## config.mk

```make
export PLATFORM = sky130hd
export DESIGN_NAME = sorted_priority_queue
export DESIGN_NICKNAME = d
export VERILOG_FILES = /design/src/sv/spq_pkg.sv /design/src/sv/sorted_priority_queue.sv /design/src/sv/spq_cell.sv
export VERILOG_INCLUDE_DIRS = /design/src /design/src/sv
export SDC_FILE = /design/constraint.sdc
export NUM_CORES = 2
export LEC_CHECK = 0
export ABC_AREA = 1
export BUFFER_PORTS_ARGS = -buffer_cell sky130_fd_sc_hd__buf_2
export CORE_ASPECT_RATIO = 2
export CORE_MARGIN = 3
export CORE_UTILIZATION = 45
export DETAILED_ROUTE_END_ITERATION = 7
export GPL_ROUTABILITY_DRIVEN = 0
export SLEW_MARGIN = 5
export SYNTH_ARGS = -nofsm -noshare
export SYNTH_HDL_FRONTEND = slang
export SYNTH_SLANG_ARGS = --single-unit
```

## constraint.sdc

```tcl
create_clock -name clk -period 9.4 [get_ports clk]
set_input_delay 0.47 -clock clk [delete_from_list [all_inputs] [get_ports clk]]
set_output_delay 0.47 -clock clk [all_outputs]
set_load 0.02 [all_outputs]
```

## src/sv/sorted_priority_queue_assert.svh

```systemverilog
// ----------------------------------------------------------------------------
// Sorted priority queue assertion macros
// Clocked check shorthands used by the queue RTL; they expect clk and rst_n
// in scope.
// ----------------------------------------------------------------------------
`ifndef SORTED_PRIORITY_QUEUE_ASSERT_SVH
`define SORTED_PRIORITY_QUEUE_ASSERT_SVH

// Condition must hold in the same cycle as the trigger.
`define SPQ_ASSERT_SAME(lbl, trig, cond) \
  lbl: assert property (@(posedge clk) disable iff (!rst_n) (trig) |-> (cond)) \
    else $error("spq: same-cycle check failed");

// Condition must hold in the cycle after the trigger.
`define SPQ_ASSERT_NEXT(lbl, trig, cond) \
  lbl: assert property (@(posedge clk) disable iff (!rst_n) (trig) |=> (cond)) \
    else $error("spq: next-cycle check failed");

`endif

```

## src/sv/spq_pkg.sv

```systemverilog
// ----------------------------------------------------------------------------
// Sorted priority queue package
// Sizes, operation and status codes, and types shared by the cell and top.
// ----------------------------------------------------------------------------
package spq_pkg;

  localparam int DEPTH = 16;
  localparam int CNT_W = $clog2(DEPTH + 1);
  localparam int KEY_W = 32;
  localparam int PAY_W = 32;

  localparam logic [1:0] MODE_INSERT = 2'd0;
  localparam logic [1:0] MODE_REMOVE = 2'd1;
  localparam logic [1:0] MODE_PEEK   = 2'd2;

  localparam logic [1:0] ST_OK    = 2'd0;
  localparam logic [1:0] ST_EMPTY = 2'd1;
  localparam logic [1:0] ST_FULL  = 2'd2;

  // one cell's contents
  typedef struct packed {
    logic                     valid;
    logic signed [KEY_W-1:0]  key;
    logic signed [PAY_W-1:0]  pay;
  } cell_data_t;

  // broadcast command to every cell
  typedef struct packed {
    logic ins;  // insert, queue not full
    logic rem;  // remove front, queue not empty
  } cell_ctrl_t;

endpackage

```

## src/sv/sorted_priority_queue.sv

```systemverilog
// ----------------------------------------------------------------------------
// Sorted priority queue
// Bounded min-queue on a signed key with payload, held sorted in a chain of
// cells; equal keys leave in arrival order.
// ----------------------------------------------------------------------------
//
//  Channel   Ports                                   Handshake
//  -------   -------------------------------------   -------------------------
//  input     in_mode, in_key_in, in_payload_in       start high, busy low
//  result    out_status, out_removed_*, out_front_*, out_strobe, one cycle,
//            out_entry_count, out_is_empty            cannot be held off
//
//  All cells compare the broadcast key in parallel and shift or load in the
//  same edge, so a new transaction is accepted every cycle while busy is low.
//  Its result shows on the next cycle with out_strobe.
//  busy is high during reset and in the first cycle after reset.
//  Reset empties the queue by clearing the cell valid bits.
//  The receiver cannot stall; results are not buffered.
// ----------------------------------------------------------------------------
module sorted_priority_queue (
  input  logic                              clk,
  input  logic                              rst_n,
  input  logic                              start,
  output logic                              busy,
  input  logic [1:0]                        in_mode,
  input  logic signed [spq_pkg::KEY_W-1:0]  in_key_in,
  input  logic signed [spq_pkg::PAY_W-1:0]  in_payload_in,
  output logic                              out_strobe,
  output logic [1:0]                        out_status,
  output logic signed [spq_pkg::KEY_W-1:0]  out_removed_key,
  output logic signed [spq_pkg::PAY_W-1:0]  out_removed_payload,
  output logic signed [spq_pkg::KEY_W-1:0]  out_front_key,
  output logic signed [spq_pkg::PAY_W-1:0]  out_front_payload,
  output logic [4:0]                        out_entry_count,
  output logic                              out_is_empty
);

  localparam int D = spq_pkg::DEPTH;

  // ---- control registers ---------------------------------------------------
  logic                       busy_r;
  logic                       strobe_r, strobe_nxt;
  logic [spq_pkg::CNT_W-1:0]  count_r, count_nxt;
  logic [1:0]                 status_r, status_nxt;
  logic signed [spq_pkg::KEY_W-1:0] rem_key_r, rem_key_nxt;
  logic signed [spq_pkg::PAY_W-1:0] rem_pay_r, rem_pay_nxt;

  logic                 accept;
  logic                 is_full, is_empty_now;
  spq_pkg::cell_ctrl_t  ctrl;

  // ---- cell chain ----------------------------------------------------------
  spq_pkg::cell_data_t  chain_d  [D];
  logic [D-1:0]         gt_vec;
  logic [D-1:0]         valid_vec;
  logic [D-1:0]         order_ok;

  assign accept       = start && !busy_r;
  assign is_full      = (count_r == spq_pkg::CNT_W'(D));
  assign is_empty_now = (count_r == '0);

  // Command broadcast to every cell in the accepting cycle
  always_comb begin
    ctrl.ins = accept && (in_mode == spq_pkg::MODE_INSERT) && !is_full;
    ctrl.rem = accept && (in_mode == spq_pkg::MODE_REMOVE) && !is_empty_now;
  end

  genvar gi;
  generate
    for (gi = 0; gi < D; gi++) begin : g_cell
      spq_pkg::cell_data_t left_d, right_d;
      logic                left_gt;

      if (gi == 0) begin : g_head
        assign left_d  = '0;
        assign left_gt = 1'b0;
      end else begin : g_body
        assign left_d  = chain_d[gi-1];
        assign left_gt = gt_vec[gi-1];
      end

      if (gi == D - 1) begin : g_tail
        assign right_d = '0;
      end else begin : g_mid
        assign right_d = chain_d[gi+1];
      end

      spq_cell u_cell (
        .clk     (clk),
        .rst_n   (rst_n),
        .ctrl    (ctrl),
        .key_in  (in_key_in),
        .pay_in  (in_payload_in),
        .left_d  (left_d),
        .left_gt (left_gt),
        .right_d (right_d),
        .cell_d  (chain_d[gi]),
        .cell_gt (gt_vec[gi])
      );

      assign valid_vec[gi] = chain_d[gi].valid;

      // neighbor ordering, only checked by assertions
      if (gi == D - 1) begin : g_ord_tail
        assign order_ok[gi] = 1'b1;
      end else begin : g_ord_mid
        assign order_ok[gi] = !chain_d[gi+1].valid ||
                              (chain_d[gi].key <= chain_d[gi+1].key);
      end
    end
  endgenerate

  // ---- transaction bookkeeping ---------------------------------------------
  always_comb begin
    strobe_nxt  = accept;
    count_nxt   = count_r;
    status_nxt  = status_r;
    rem_key_nxt = rem_key_r;
    rem_pay_nxt = rem_pay_r;
    if (accept) begin
      status_nxt  = spq_pkg::ST_OK;
      rem_key_nxt = '0;
      rem_pay_nxt = '0;
      unique case (in_mode)
        spq_pkg::MODE_INSERT: begin
          if (is_full) begin
            status_nxt = spq_pkg::ST_FULL;
          end else begin
            count_nxt = count_r + 1'b1;
          end
        end
        spq_pkg::MODE_REMOVE: begin
          if (is_empty_now) begin
            status_nxt = spq_pkg::ST_EMPTY;
          end else begin
            rem_key_nxt = chain_d[0].key;
            rem_pay_nxt = chain_d[0].pay;
            count_nxt   = count_r - 1'b1;
          end
        end
        default: begin
          // peek, and the unused code behaves as a peek
          if (is_empty_now) begin
            status_nxt = spq_pkg::ST_EMPTY;
          end
        end
      endcase
    end
  end

  always_ff @(posedge clk) begin
    if (!rst_n) begin
      busy_r   <= 1'b1;
      strobe_r <= 1'b0;
      count_r  <= '0;
    end else begin
      busy_r   <= 1'b0;
      strobe_r <= strobe_nxt;
      count_r  <= count_nxt;
    end
  end

  always_ff @(posedge clk) begin
    status_r  <= status_nxt;
    rem_key_r <= rem_key_nxt;
    rem_pay_r <= rem_pay_nxt;
  end

  // ---- result ports --------------------------------------------------------
  // Front fields come straight from the head cell, which already holds the
  // post-transaction state in the strobe cycle.
  logic [spq_pkg::CNT_W+4:0] count_ext;
  assign count_ext = {5'b0, count_r};

  assign busy                = busy_r;
  assign out_strobe          = strobe_r;
  assign out_status          = status_r;
  assign out_removed_key     = rem_key_r;
  assign out_removed_payload = rem_pay_r;
  assign out_front_key       = chain_d[0].valid ? chain_d[0].key : '0;
  assign out_front_payload   = chain_d[0].valid ? chain_d[0].pay : '0;
  assign out_entry_count     = count_ext[4:0];
  assign out_is_empty        = is_empty_now;

  // ---- assertions ----------------------------------------------------------
`include "sorted_priority_queue_assert.svh"

  `SPQ_ASSERT_SAME(a_valid_prefix, 1'b1, (valid_vec & (valid_vec + 1'b1)) == '0)
  `SPQ_ASSERT_SAME(a_count_match, 1'b1, $countones(valid_vec) == 32'(count_r))
  `SPQ_ASSERT_SAME(a_sorted, 1'b1, &order_ok)
  `SPQ_ASSERT_NEXT(a_ins_grows, ctrl.ins, count_r == $past(count_r) + 1'b1)
  `SPQ_ASSERT_NEXT(a_rem_front, ctrl.rem, out_removed_key == $past(chain_d[0].key))

endmodule

```

## src/sv/spq_cell.sv

```systemverilog
// ----------------------------------------------------------------------------
// Sorted priority queue cell
// One slot of the sorted chain: compares the broadcast key, then keeps,
// takes the new entry, or takes a neighbor's entry.
// ----------------------------------------------------------------------------
module spq_cell (
  input  logic                              clk,
  input  logic                              rst_n,
  input  spq_pkg::cell_ctrl_t               ctrl,
  input  logic signed [spq_pkg::KEY_W-1:0]  key_in,
  input  logic signed [spq_pkg::PAY_W-1:0]  pay_in,
  input  spq_pkg::cell_data_t               left_d,
  input  logic                              left_gt,
  input  spq_pkg::cell_data_t               right_d,
  output spq_pkg::cell_data_t               cell_d,
  output logic                              cell_gt
);

  logic                             valid_r, valid_nxt;
  logic signed [spq_pkg::KEY_W-1:0] key_r, key_nxt;
  logic signed [spq_pkg::PAY_W-1:0] pay_r, pay_nxt;

  // new key goes at or before this slot (strict less keeps FIFO on ties)
  assign cell_gt = !valid_r || (key_in < key_r);

  // insert and remove never come together; with neither the slot holds
  always_comb begin
    valid_nxt = valid_r;
    key_nxt   = key_r;
    pay_nxt   = pay_r;
    if (ctrl.ins && cell_gt) begin
      if (left_gt) begin
        valid_nxt = left_d.valid;
        key_nxt   = left_d.key;
        pay_nxt   = left_d.pay;
      end else begin
        valid_nxt = 1'b1;
        key_nxt   = key_in;
        pay_nxt   = pay_in;
      end
    end else if (ctrl.rem) begin
      valid_nxt = right_d.valid;
      key_nxt   = right_d.key;
      pay_nxt   = right_d.pay;
    end
  end

  always_ff @(posedge clk) begin
    if (!rst_n) begin
      valid_r <= 1'b0;
    end else begin
      valid_r <= valid_nxt;
    end
  end

  always_ff @(posedge clk) begin
    key_r <= key_nxt;
    pay_r <= pay_nxt;
  end

  assign cell_d = '{valid: valid_r, key: key_r, pay: pay_r};

endmodule

```

==> results.txt <==
first-pass GRT wire length: 355.4 mm
Pleak: 34.37 nW
WP data arrival: 5120 ps
Yosys reg bits: 1113
worst-case clock skew: 26.65 ps
Core Box Area: 153400 um2
Critical Path RT: 9760 ps
Gate Count Post-Synth: 8685
Synth-to-Final Area Change: 6.991%
CTS Buffer Depth: 3
post-route ant nets: 0
Synth area leader: edfxtp_1
Achievable Freq: 0.2104 GHz
H-tree depth: 3
Syn Nets: 9254
via count: 60295
critical path fanouts, max: 129
final core utilization: 48.64%
top cells by count, synth: 3532 x nand2_1, 1090 x edfxtp_1, 887 x o21ai_0
number of global-route vias before repair: 62951
TritonCTS clock tree: built
startpoint types: flip-flop
final std cells w/o fill: 10693
number of flops mapped to enable cells by yosys: 1090
I/O Buffers: 206
count leader, synth: nand2_1
die area: 160000 um2
max_slew headroom: 16.10%
Warnings, synthesis: 0
CTS sink cnt: 1113
Setup TNS: 0 ps
Unique masters post-synth: 38
largest net degree at the start of global routing: 131
Post-CTS Setup Inserts: 0
min cycle time layout: 4753 ps
Synth Flop Type: edfxtp_1
initial antenna violation count: 1
cts hold-fix bufs: 0
clk slew on worst S/H paths: 70 ps
Root Buffer: clkbuf_16
DP Cell Count: 10497
initial DRC count: 4291
DRC Markers: 0
pwr dens: 153.1 nW/um2
setup violators final: 0
layout cells sized above 1: 5.797%
Final Hold Viols: 0
Place WS: 4229 ps
DR vias/cell: 5.639
area fraction of the dominant cell type after synthesis: 46.93%
status: completed
DR WL/cell: 22.26 um
Clk Latency, worst-skew pair: 730 ps
Die Height: 562.7 um
post-synthesis sequential area ratio: 47.59%
RSZ-0062 raised after global routing: false
Worst VDD drop: 138.8 uV
starting density of the core: 45.46%
synth top area cells: edfxtp_1 47%, nand2_1 19%, ha_1 9.0%
pin slew with the least headroom to its limit: 1257 ps
num rows: 203
Detailed Place HPWL: 174.3 mm
DRT Pass-1 Iters: 6
die width: 284.4 um
routed wire length: 238.0 mm
Period Utilization, post-route: 50.56%
Final Power: 11.42 mW
GRT Residual Overflow: 0
cells resized by post-CTS repair: 0
number of nets in the layout: 9124
IO Count: 207
cts bufs inserted: 106
Max-cap violations: 0
Setup WS post-layout: 4647 ps
GRT Overall Usage: 28.90%
CP Class: reg -> reg
Mean Syn Cell Area: 8.030 um2
Post-Syn Area: 69740 um2
CP Capture Type: flip-flop
Slew Limit Fails: 0
Async SR Flop Fraction: 0%
Hold Crit Class: in -> reg
[worst max-delay path, stage by stage, from the launching register on]
cell      delay, ps
edfxtp_1        420
inv_1           310
ha_1            500
o21ai_1         180
buf_4           270
nand2_1         230
nand3_1         120
nand2_1          60
nand2_1          60
nand2_1          70
nand2_1          70
nand2_1         120
nand2_1         150
nand2_1          80
nand2_2          70
nand3_2         130
nand2_4         110
buf_4           840
o21ai_0         420
[power by group]
part	total (mW)	leakage (nW)	switching, mW	internal (mW)
Clock	4.41	1.64	2.07	2.35
Sequential	5.70	10.2	0.0928	5.61
Combinational	1.31	22.5	0.952	0.354
Total	11.4	34.4	3.11	8.31
[cells by family after synthesis]
kind of cell,after synthesis,synth area share (%)
AOI/OAI and AO/OA,1690,12.25
xor gates and xnor gates,3,0.03768
adders and majority gates,500,8.981
buffers and inverters,1334,8.427
DFF,1113,47.59
and+or+nand+nor,4045,22.72
[final timing paths]
check                             from                   endpoint  slack (ps)  cells past startpoint
max reg2reg  g_cell[0].u_cell.key_r[1]  g_cell[0].u_cell.key_r[0]        4650                     18
max          g_cell[0].u_cell.key_r[1]  g_cell[0].u_cell.key_r[0]        4650                     18
min reg2reg         out_entry_count[4]         out_entry_count[4]         510                      1
min                              rst_n         out_entry_count[0]          50                      3
[cells in the final DEF, fill, tap and decap left out, types with 156 or more instances in the layout]
| master | count |
|---|---|
| inv_1 | 802 |
| buf_2 | 206 |
| o21ai_1 | 467 |
| edfxtp_1 | 1090 |
| ha_1 | 499 |
| nand3_1 | 156 |
| nor2_1 | 208 |
| o21ai_0 | 886 |
| a21oi_1 | 301 |
| nand2_1 | 3510 |
[layout make-up]
class,count,area [um2]
Fill cell,15437,78790
Timing Repair Buffer,276,1556
Sequential cell,1113,33200
Clock inverter,68,613.1
Multi-Input combinational cell,6238,30880
Tap cell,2050,2565
Inverter,820,3078
Antenna cell,1,2.502
Clock buffer,127,2731
[per-layer routing]
layer	track usage, %	up-vias	wire, um
met2	58.46	1939	133800
met1	25.35	29019	73450
met3	2.388	931	7702
li1	-	28406	-
met5	0	-	0
met4	23.46	0	23100
[per-stage QoR]
| step | instance area [um2] | hold slack, ps |
|---|---|---|
| 2_1_floorplan | 69740 | 470.2 |
| 3_3_place_gp | 71260 | 474.0 |
| 3_5_place_dp | 71270 | 505.8 |
| 4_1_cts | 74620 | 3.115 |
| 5_1_grt | 74620 | 40.63 |
| 6_report | 74620 | 49.07 |
[flip-flops by register name (all words and copies together), names as in the netlist]
register,cells
g_cell.u_cell.pay_r,512
out_status,2
out_entry_count,5
busy,1
out_removed_payload,32
g_cell.u_cell.key_r,512
g_cell.u_cell.valid_r,16
out_strobe,1
out_removed_key,32
No activity file was read; power rests on OpenSTA's default activity.
